===== src/hdl/dominator_tree_solver_unit_defines.svh =====
// Assertion macros shared by the dominator tree solver modules.
`ifndef DOMINATOR_TREE_SOLVER_UNIT_DEFINES_SVH
`define DOMINATOR_TREE_SOLVER_UNIT_DEFINES_SVH
// Implication checked on every clock edge outside reset.
`define DTS_ASSERT_IMP(label, clk, rst, ante, cons, msg) \
  label: assert property (@(posedge clk) disable iff (rst) (ante) |-> (cons)) \
    else $error(msg);
// Next-cycle implication checked outside reset.
`define DTS_ASSERT_NEXT(label, clk, rst, ante, cons, msg) \
  label: assert property (@(posedge clk) disable iff (rst) (ante) |=> (cons)) \
    else $error(msg);
`endif


===== src/hdl/dts_pkg.sv =====
// Shared types and constants for the dominator tree solver.
package dts_pkg;
  localparam int unsigned NodeW = 6;
  localparam int unsigned CountW = 7;

  typedef enum logic {
    CMD_APPEND = 1'b0,
    CMD_SOLVE  = 1'b1
  } cmd_t;

  typedef struct packed {
    logic             cmd;
    logic [NodeW-1:0] from_node;
    logic [NodeW-1:0] to_node;
  } in_item_t;

  typedef struct packed {
    logic [NodeW-1:0] node;
    logic [NodeW-1:0] idom;
    logic             defined;
    logic             edges_dropped;
    logic             last;
  } out_item_t;

  // Commands from the controller to the datapath.
  typedef struct packed {
    logic edge_append;  // append the held request's edge
    logic init;         // clear dominator valid flags, node 0 valid
    logic pass_start;   // v <= 1, changed <= 0
    logic node_start;   // begin scanning edges for current v
    logic edge_step;    // examine edge at edge index (read data ready)
    logic meet_step;    // one phase of a chain step of the intersection
    logic node_commit;  // write candidate for v, advance v
    logic out_load;     // load output register for out index
    logic out_clear;    // clear overflow flag after emission
  } dp_cmd_t;

  // Status back to the controller.
  typedef struct packed {
    logic edges_done;   // edge index reached edge total
    logic meet_busy;    // intersection not yet converged
    logic nodes_done;   // v reached node count
    logic pass_changed;
    logic out_done;     // last node loaded
  } dp_status_t;
endpackage


===== src/hdl/dts_datapath.sv =====
// Datapath of the dominator tree solver: edge memory, dominator table and meet unit.
`include "dominator_tree_solver_unit_defines.svh"
module dts_datapath #(
  parameter int unsigned MAX_NODES = 64,
  parameter int unsigned MAX_EDGES = 256
) (
  input  logic                   clk,
  input  logic                   rst,
  input  logic [dts_pkg::CountW-1:0] node_count,
  input  dts_pkg::in_item_t      req,
  input  dts_pkg::dp_cmd_t       cmd,
  output dts_pkg::dp_status_t    status,
  output dts_pkg::out_item_t     result
);
  localparam int unsigned EW = $clog2(MAX_EDGES);
  localparam int unsigned TW = $clog2(MAX_EDGES + 1);
  localparam int unsigned NW = dts_pkg::NodeW;
  localparam int unsigned AW = $clog2(MAX_NODES);
  localparam int unsigned LimW = $clog2(2 * MAX_NODES + 2);

  logic [2*NW-1:0] edge_mem [MAX_EDGES];
  logic [2*NW-1:0] edge_rd;
  logic [TW-1:0]   edge_total;
  logic [TW-1:0]   edge_idx;
  logic [NW-1:0]   idom_table [MAX_NODES];
  logic [NW-1:0]   tab_rd;
  logic [AW-1:0]   tab_addr;
  logic [MAX_NODES-1:0] idom_valid;
  logic [dts_pkg::CountW-1:0] n_act;
  logic [dts_pkg::CountW-1:0] v;
  logic            overflow_seen;
  logic            changed;
  logic            have;
  logic [NW-1:0]   cand;
  logic [NW-1:0]   ma, mb;
  logic            meet_act;
  logic            meet_ph;
  logic [LimW-1:0] steps;
  logic [dts_pkg::CountW-1:0] oi;

  always_comb begin
    if (node_count == '0) n_act = dts_pkg::CountW'(1);
    else if (node_count > dts_pkg::CountW'(MAX_NODES)) n_act = dts_pkg::CountW'(MAX_NODES);
    else n_act = node_count;
  end

  logic [NW-1:0] e_from, e_to;
  assign e_from = edge_rd[2*NW-1:NW];
  assign e_to   = edge_rd[NW-1:0];

  logic e_use;
  assign e_use = ({1'b0, e_to} == v) && ({1'b0, e_from} < n_act) &&
                 idom_valid[e_from[$clog2(MAX_NODES)-1:0]];

  logic add_ok;
  assign add_ok = (edge_total < TW'(MAX_EDGES)) &&
                  ({1'b0, req.from_node} < n_act) && ({1'b0, req.to_node} < n_act);

  // Edge memory: registered read at the scan index.
  always_ff @(posedge clk) begin
    if (cmd.edge_append && add_ok) edge_mem[edge_total[EW-1:0]] <= {req.from_node, req.to_node};
    edge_rd <= edge_mem[edge_idx[EW-1:0]];
  end

  // The dominator table has a registered read: the address follows the meet
  // chain while a meet runs, the output index once the passes are over, and
  // the node being scanned otherwise.
  always_comb begin
    if (meet_act) tab_addr = (ma > mb) ? ma[AW-1:0] : mb[AW-1:0];
    else if (v >= n_act) tab_addr = oi[AW-1:0];
    else tab_addr = v[AW-1:0];
  end

  always_ff @(posedge clk) begin
    tab_rd <= idom_table[tab_addr];
  end

  always_ff @(posedge clk) begin
    if (rst) begin
      edge_total <= '0;
      overflow_seen <= 1'b0;
      idom_valid <= '0;
      meet_act <= 1'b0;
      meet_ph <= 1'b0;
      edge_idx <= '0;
    end else begin
      if (cmd.edge_append) begin
        if (add_ok) edge_total <= edge_total + TW'(1);
        else overflow_seen <= 1'b1;
      end
      if (cmd.out_clear) overflow_seen <= 1'b0;
      if (cmd.init) begin
        idom_valid <= MAX_NODES'(1);
        idom_table[0] <= '0;
      end
      if (cmd.pass_start) begin
        v <= dts_pkg::CountW'(1);
        changed <= 1'b0;
      end
      if (cmd.node_start) begin
        edge_idx <= '0;
        have <= 1'b0;
      end
      if (cmd.edge_step) begin
        edge_idx <= edge_idx + TW'(1);
        if (e_use) begin
          if (!have) begin
            cand <= e_from;
            have <= 1'b1;
          end else begin
            ma <= e_from;
            mb <= cand;
            steps <= '0;
            meet_act <= 1'b1;
            meet_ph <= 1'b0;
          end
        end
      end
      // A chain step has two phases: the table read, then the move; the bound
      // yields the root.
      if (cmd.meet_step) begin
        if (!meet_ph) begin
          if (ma == mb) begin
            cand <= ma;
            meet_act <= 1'b0;
          end else if (steps == LimW'(2 * MAX_NODES)) begin
            cand <= '0;
            meet_act <= 1'b0;
          end else begin
            meet_ph <= 1'b1;
          end
        end else begin
          meet_ph <= 1'b0;
          steps <= steps + LimW'(1);
          if (ma > mb) ma <= tab_rd;
          else mb <= tab_rd;
        end
      end
      if (cmd.node_commit) begin
        if (have && (!idom_valid[v[$clog2(MAX_NODES)-1:0]] || tab_rd != cand)) begin
          idom_table[v[$clog2(MAX_NODES)-1:0]] <= cand;
          idom_valid[v[$clog2(MAX_NODES)-1:0]] <= 1'b1;
          changed <= 1'b1;
        end
        v <= v + dts_pkg::CountW'(1);
      end
      if (cmd.init) oi <= '0;
      if (cmd.out_load) begin
        result.node <= oi[NW-1:0];
        result.idom <= idom_valid[oi[$clog2(MAX_NODES)-1:0]] ? tab_rd : '0;
        result.defined <= idom_valid[oi[$clog2(MAX_NODES)-1:0]];
        result.edges_dropped <= overflow_seen;
        result.last <= (oi + dts_pkg::CountW'(1) == n_act);
        oi <= oi + dts_pkg::CountW'(1);
      end
    end
  end

  assign status.edges_done   = (edge_idx == edge_total);
  assign status.meet_busy    = meet_act;
  assign status.nodes_done   = (v >= n_act);
  assign status.pass_changed = changed;
  assign status.out_done     = (oi >= n_act);

  `DTS_ASSERT_IMP(a_total_bound, clk, rst, 1'b1, edge_total <= TW'(MAX_EDGES),
    "edge total above capacity")
  `DTS_ASSERT_IMP(a_root_valid, clk, rst, cmd.edge_step, idom_valid[0],
    "root not valid during scan")
  `DTS_ASSERT_NEXT(a_meet_steps, clk, rst, meet_act,
    steps <= LimW'(2 * MAX_NODES), "meet ran past its step bound")
endmodule


===== src/hdl/dts_controller.sv =====
// Controller state machine of the dominator tree solver.
`include "dominator_tree_solver_unit_defines.svh"
module dts_controller #(
  parameter int unsigned MAX_NODES = 64
) (
  input  logic                clk,
  input  logic                rst,
  input  logic                in_valid,
  output logic                in_ready,
  input  logic                in_cmd,
  output logic                out_valid,
  input  logic                out_ready,
  input  dts_pkg::dp_status_t status,
  output dts_pkg::dp_cmd_t    cmd
);
  localparam int unsigned PW = $clog2(MAX_NODES + 3);

  typedef enum logic [3:0] {
    S_IDLE, S_INIT, S_PASS, S_NODE, S_FETCH, S_EDGE, S_MEET, S_COMMIT,
    S_OUT_LOAD, S_OUT_WAIT, S_OUT_END
  } state_t;

  state_t state;
  logic [PW-1:0] passes;

  assign in_ready = (state == S_IDLE);

  always_comb begin
    cmd = '0;
    unique case (state)
      S_IDLE:     cmd.edge_append = in_valid && (in_cmd == dts_pkg::CMD_APPEND);
      S_INIT:     cmd.init = 1'b1;
      S_PASS:     cmd.pass_start = 1'b1;
      S_NODE:     cmd.node_start = !status.nodes_done;
      S_EDGE:     cmd.edge_step = !status.edges_done;
      S_MEET:     cmd.meet_step = status.meet_busy;
      S_COMMIT:   cmd.node_commit = 1'b1;
      S_OUT_LOAD: cmd.out_load = 1'b1;
      S_OUT_END:  cmd.out_clear = 1'b1;
      default:    cmd = '0;
    endcase
  end

  always_ff @(posedge clk) begin
    if (rst) begin
      state <= S_IDLE;
      out_valid <= 1'b0;
      passes <= '0;
    end else begin
      unique case (state)
        S_IDLE: if (in_valid && in_cmd == dts_pkg::CMD_SOLVE) state <= S_INIT;
        S_INIT: begin
          passes <= '0;
          state <= S_PASS;
        end
        S_PASS: state <= S_NODE;
        S_NODE: begin
          if (status.nodes_done) begin
            passes <= passes + PW'(1);
            if (status.pass_changed && passes + PW'(1) < PW'(MAX_NODES + 2)) state <= S_PASS;
            else state <= S_OUT_LOAD;
          end else state <= S_FETCH;
        end
        S_FETCH: state <= S_EDGE;  // memory read latency
        S_EDGE: begin
          if (status.edges_done) state <= S_COMMIT;
          else state <= S_MEET;
        end
        S_MEET: if (!status.meet_busy) state <= S_FETCH;
        S_COMMIT: state <= S_NODE;
        S_OUT_LOAD: begin
          out_valid <= 1'b1;
          state <= S_OUT_WAIT;
        end
        S_OUT_WAIT: if (out_ready) begin
          out_valid <= 1'b0;
          state <= status.out_done ? S_OUT_END : S_OUT_LOAD;
        end
        S_OUT_END: state <= S_IDLE;
        default: state <= S_IDLE;
      endcase
    end
  end

  `DTS_ASSERT_IMP(a_out_only_wait, clk, rst, out_valid, state == S_OUT_WAIT,
    "result valid outside output wait")
  `DTS_ASSERT_IMP(a_ready_idle, clk, rst, in_ready, !out_valid,
    "request taken while a result is pending")
  `DTS_ASSERT_IMP(a_pass_bound, clk, rst, 1'b1, passes <= PW'(MAX_NODES + 2),
    "pass count above its bound")
endmodule


===== src/hdl/dominator_tree_solver_unit.sv =====
// Top level of the dominator tree solver.
// Usage:
//   cfg channel: cfg_valid/cfg_ready with cfg_data sets node_count (1..MAX_NODES).
//   in channel: a request with cmd=0 appends edge from_node->to_node and
//   returns nothing; bad or excess edges are dropped and flagged.
//   A request with cmd=1 solves and then emits node_count results, node 0
//   first, with last on the final one.
// Solve: a setup state, then up to MAX_NODES+2 passes; a pass scans each node
//   1..node_count-1 over all stored edges, with meet chain steps between, paced
//   by the single read ports of the edge memory and the dominator table.
//   Each result is held until out_ready, and one closing state follows before
//   the next request is taken.
// Only one request is in work at a time; in_ready is low during a solve.
// Reset clears the edge store count, the dominated flags and the drop flag;
//   node_count returns to 1.
// A stalled receiver holds the current result; the solve waits for it.
module dominator_tree_solver_unit #(
  parameter int unsigned MAX_NODES = 64,
  parameter int unsigned MAX_EDGES = 256
) (
  input  logic                       clk,
  input  logic                       rst,
  input  logic                       cfg_valid,
  output logic                       cfg_ready,
  input  logic [dts_pkg::CountW-1:0] cfg_data,
  input  logic                       in_valid,
  output logic                       in_ready,
  input  dts_pkg::in_item_t          in_data,
  output logic                       out_valid,
  input  logic                       out_ready,
  output dts_pkg::out_item_t         out_data
);
  logic [dts_pkg::CountW-1:0] node_count;
  dts_pkg::dp_cmd_t    cmd;
  dts_pkg::dp_status_t status;

  assign cfg_ready = 1'b1;
  always_ff @(posedge clk) begin
    if (rst) node_count <= dts_pkg::CountW'(1);
    else if (cfg_valid) node_count <= cfg_data;
  end

  dts_controller #(.MAX_NODES(MAX_NODES)) u_ctrl (
    .clk, .rst, .in_valid, .in_ready, .in_cmd(in_data.cmd),
    .out_valid, .out_ready, .status, .cmd
  );

  dts_datapath #(.MAX_NODES(MAX_NODES), .MAX_EDGES(MAX_EDGES)) u_dp (
    .clk, .rst, .node_count, .req(in_data), .cmd, .status, .result(out_data)
  );
endmodule

===== config.mk =====
export PLATFORM = sky130hd
export DESIGN_NAME = dominator_tree_solver_unit
export DESIGN_NICKNAME = d
export VERILOG_FILES = /design/src/hdl/dts_pkg.sv /design/src/hdl/dts_datapath.sv /design/src/hdl/dts_controller.sv /design/src/hdl/dominator_tree_solver_unit.sv
export VERILOG_INCLUDE_DIRS = /design/src /design/src/hdl
export SDC_FILE = /design/constraint.sdc
export NUM_CORES = 2
export LEC_CHECK = 0
export BUFFER_PORTS_ARGS = -buffer_cell sky130_fd_sc_hd__buf_2
export CORE_MARGIN = 1
export CORE_UTILIZATION = 52
export DETAILED_ROUTE_END_ITERATION = 10
export GPL_TIMING_DRIVEN = 1
export PLACE_DENSITY = 0.69
export SYNTH_ARGS = -nofsm -noshare
export SYNTH_HDL_FRONTEND = slang
export SYNTH_SLANG_ARGS = --single-unit
export TNS_END_PERCENT = 100

===== constraint.sdc =====
create_clock -name clk -period 5.81 [get_ports clk]
set_clock_uncertainty 0.15 [all_clocks]
set_input_delay 0.2905 -clock clk [delete_from_list [all_inputs] [get_ports clk]]
set_output_delay 0.2905 -clock clk [all_outputs]
set_load 0.01 [all_outputs]

==> flow_summary.ini <==
[cts]
clk_pin_slew_ns = 0.06
cts_tree = yes
cts_made_buffers = 363
clockBufferDepth = 4
cts_sinks = 3635
htreeDepth = 5
clk_latency_ns = 0.93
cts-root-buf = clkbuf_16

[worst_setup_path]
cp_max_fo = 33
crit_buf_inv = 1
path_delay_family = simple AND/OR/NAND/NOR gates
critPathCaptureType = register
r2r_start = node_count[6]$_SDFFE_PP0P_
reg2reg_depth = 13
path_depth = 13
worstSetupEndpoint = u_dp.tab_rd[5]$_DFF_P_
cp.arrival_ns = 6.37
max_stage_delay_ns = 0.95
criticalPathCategory = reg -> reg
crit_chain = clkinv_1, nand2_1, ha_1, a21o_1, a31oi_1, o21a_1, mux2i_1, and2_2, a21oi_1, a22o_1, a22o_1, nor4_1, and4b_1
r2r_slack_ns = 0.15
rr_endpoint = u_dp.tab_rd[5]$_DFF_P_
cp_slowest_cell = nor4_1
required_ns = 6.52
startpoint = node_count[6]$_SDFFE_PP0P_
cpMostUsedCell = a22o_1
start_kind = register

[yosys]
synth_cells = 6857
synth_nets = 6927
syn_area_um2 = 143000
syn_avg_cell_area_um2 = 20.9
synth_seq_cells = 3635
synth_edf_count = 3513
synthArstFlopShare = 0
synth_cell_types = 70
ys_seq_area_frac = 0.754
yosys_warnings = 0
ys.flop_type = edfxtp_1

[placed_design]
io_buffers = 41
numPlacedInstances = 10500
place_area_um2 = 150000
place.gp.congestion = 0.901
dpl.hpwl_um = 216000

[routing]
routedWlPerCell_um = 31.4
drc = 0
routed_via_density = 6.38
totalWireLength_um = 354000
vias = 71800
detail-route-antenna-nets = 0
drtIter0Drc = 9069
drt-pass1-iter-count = 6

[die]
initial_core_util = 0.523
fp.dieArea_um2 = 277000
die_h_um = 527
num_io_pins = 43
fp.coreArea_um2 = 274000
die_w_um = 527
num_rows = 192

[final_layout]
layout_commonest_cell = edfxtp_1
fill_cells = 18900
area_growth_pct = 13.8
final_area_um2 = 163000
nNetsFinal = 7429
stdcell_count = 11300
drive_gt1_frac = 0.280
final_cell_mix = edfxtp_1 (3513), mux4_2 (1051), buf_4 (435), nand2_1 (391), clkbuf_16 (365)

[global_route]
grt_pass1_vias = 71600
grt_antenna_before_repair = 10
grt_pass1_wl_um = 515000
grt_max_degree = 221
grt_usage = 0.256
grt-ovfl-total = 0

[status]
status = finished, final reports clean

[hold_path]
whs_path_depth = 2
hold_path.class = in -> reg

[pwr]
p_per_area_nw_per_um2 = 327
peakVddDrop_mv = 0.281
p_leak_nw = 51.2

[sta]
finalMaxSlewViolations = 0
worst_pin_slew_ns = 1.40
rsz0062_at_grt = false
final.period_utilization = 0.975
holdWs_ns = 0.0418
setup_viol_count_final = 0
setup_tns_ns = 0
layout_min_cycle_time_ns = 5.66
fmax_mhz = 177
slew_headroom = 0.0646
hold_viol = 0

[job]
max_cap_violations = 0
-- flip-flops by register name (all words and copies together), names as in the netlist, 4 cells and up --
name	cells
node_count	7
u_ctrl.passes	7
u_ctrl.state	4
u_dp.cand	6
u_dp.edge_idx	9
u_dp.edge_mem	3072
u_dp.edge_rd	12
u_dp.edge_total	9
u_dp.idom_table	384
u_dp.idom_valid	64
u_dp.ma	6
u_dp.mb	6
u_dp.oi	7
u_dp.result	15
u_dp.steps	8
u_dp.tab_rd	6
u_dp.v	7
-- synth_stat cells (29+ instances only) --
cell / number / share of area
o21ai_0: 47 / 0.0016
dfxtp_1: 122 / 0.017
mux4_2: 1051 / 0.17
mux2i_1: 88 / 0.0062
nor2b_1: 31 / 0.0014
a21oi_1: 113 / 0.0040
clkbuf_1: 253 / 0.0066
ha_1: 45 / 0.0039
nand2_1: 407 / 0.011
a21o_1: 58 / 0.0030
nor2_1: 355 / 0.0093
nand3_1: 154 / 0.0054
nor4_1: 57 / 0.0025
edfxtp_1: 3513 / 0.74
xnor2_1: 29 / 0.0018
buf_1: 99 / 0.0026
a21boi_0: 42 / 0.0022
buf_2: 61 / 0.0021
-- where the power goes --
group          total (mW)  switching (mW)  leakage, nW  internal, mW
Combinational        1.06           0.813         11.8         0.248
Clock                23.4            9.95         5.78          13.5
Sequential           28.8          0.0782         33.6          28.7
Total                53.3            10.8         51.2          42.4
-- worst reg2reg max path, stage by stage (launching register included) --
cell and delay (ns):
dfxtp_1 0.55, clkinv_1 0.38, nand2_1 0.35, ha_1 0.30, a21o_1 0.15, a31oi_1 0.24, o21a_1 0.25, mux2i_1 0.47
and2_2 0.79, a21oi_1 0.19, a22o_1 0.30, a22o_1 0.20, nor4_1 0.95, and4b_1 0.31
-- layer usage --
layer	track usage	share of wire
met1	0.363	0.39
met2	0.409	0.48
met3	0.0494	0.089
met4	0.0751	0.032
met5	0	0.00033
-- how the worst min path moves through the flow --
stage | endpoint | from
2_1_floorplan | u_dp.edge_mem[0][0]$_DFFE_PP_ | in_data[0]
3_3_place_gp | u_dp.idom_valid[25]$_SDFF_PP0_ | u_dp.idom_valid[25]$_SDFF_PP0_
3_5_place_dp | node_count[0]$_SDFFE_PP1P_ | node_count[0]$_SDFFE_PP1P_
4_1_cts | u_dp.edge_mem[225][1]$_DFFE_PP_ | in_data[1]
5_1_grt | u_dp.edge_mem[210][1]$_DFFE_PP_ | in_data[1]
6_report | u_dp.edge_mem[210][1]$_DFFE_PP_ | in_data[1]
-- metrics by stage --
step / setup slack [ns] / util / power, mW
after floorplan: 1.52 / - / 29.7
after global placement: 0.373 / 0.550 / 30.3
after detailed placement: 0.165 / 0.550 / 30.4
after CTS: 0.157 / 0.595 / 53.6
after global routing: 0.00244 / 0.595 / 54.6
final: 0.145 / 0.595 / 53.3
-- area by class of cell --
type,count,area [um2],area share
Timing Repair Buffer,554,4790,0.0294
Multi-Input combinational cell,2781,33500,0.206
Antenna cell,9,22.5,0.000138
Inverter,24,90.1,0.000553
Clock buffer,454,9540,0.0586
Sequential cell,3635,108000,0.663
Tap cell,3589,4490,0.0276
Clock inverter,214,2370,0.0146
-- cells by family (layout without fill, tap and decap cells) --
| group | Yosys count | after routing | synth area share |
|---|---|---|---|
| muxes | 1147 | 1147 | 0.172 |
| and+or+nand+nor | 1159 | 1159 | 0.0365 |
| other | 1 | 10 | 0.0000262 |
| DFF | 3635 | 3635 | 0.754 |
| xor gates and xnor gates | 46 | 46 | 0.00282 |
| buffers and inverters | 441 | 1246 | 0.0123 |
| adders and majority gates | 45 | 45 | 0.00394 |
| AOI/OAI and AO/OA | 383 | 383 | 0.0178 |
-- what timing repair did --
| item | 4_1_cts | 5_1_grt |
|---|---|---|
| hold buffers | 36 | 0 |
| endpoints found under the setup margin | 0 | 6 |
| buffers inserted | 0 | 0 |
| endpoints found under the hold margin | 581 | 0 |
| resized for setup | 0 | 2 |
Note: power is estimated with default switching activity, not from simulation.
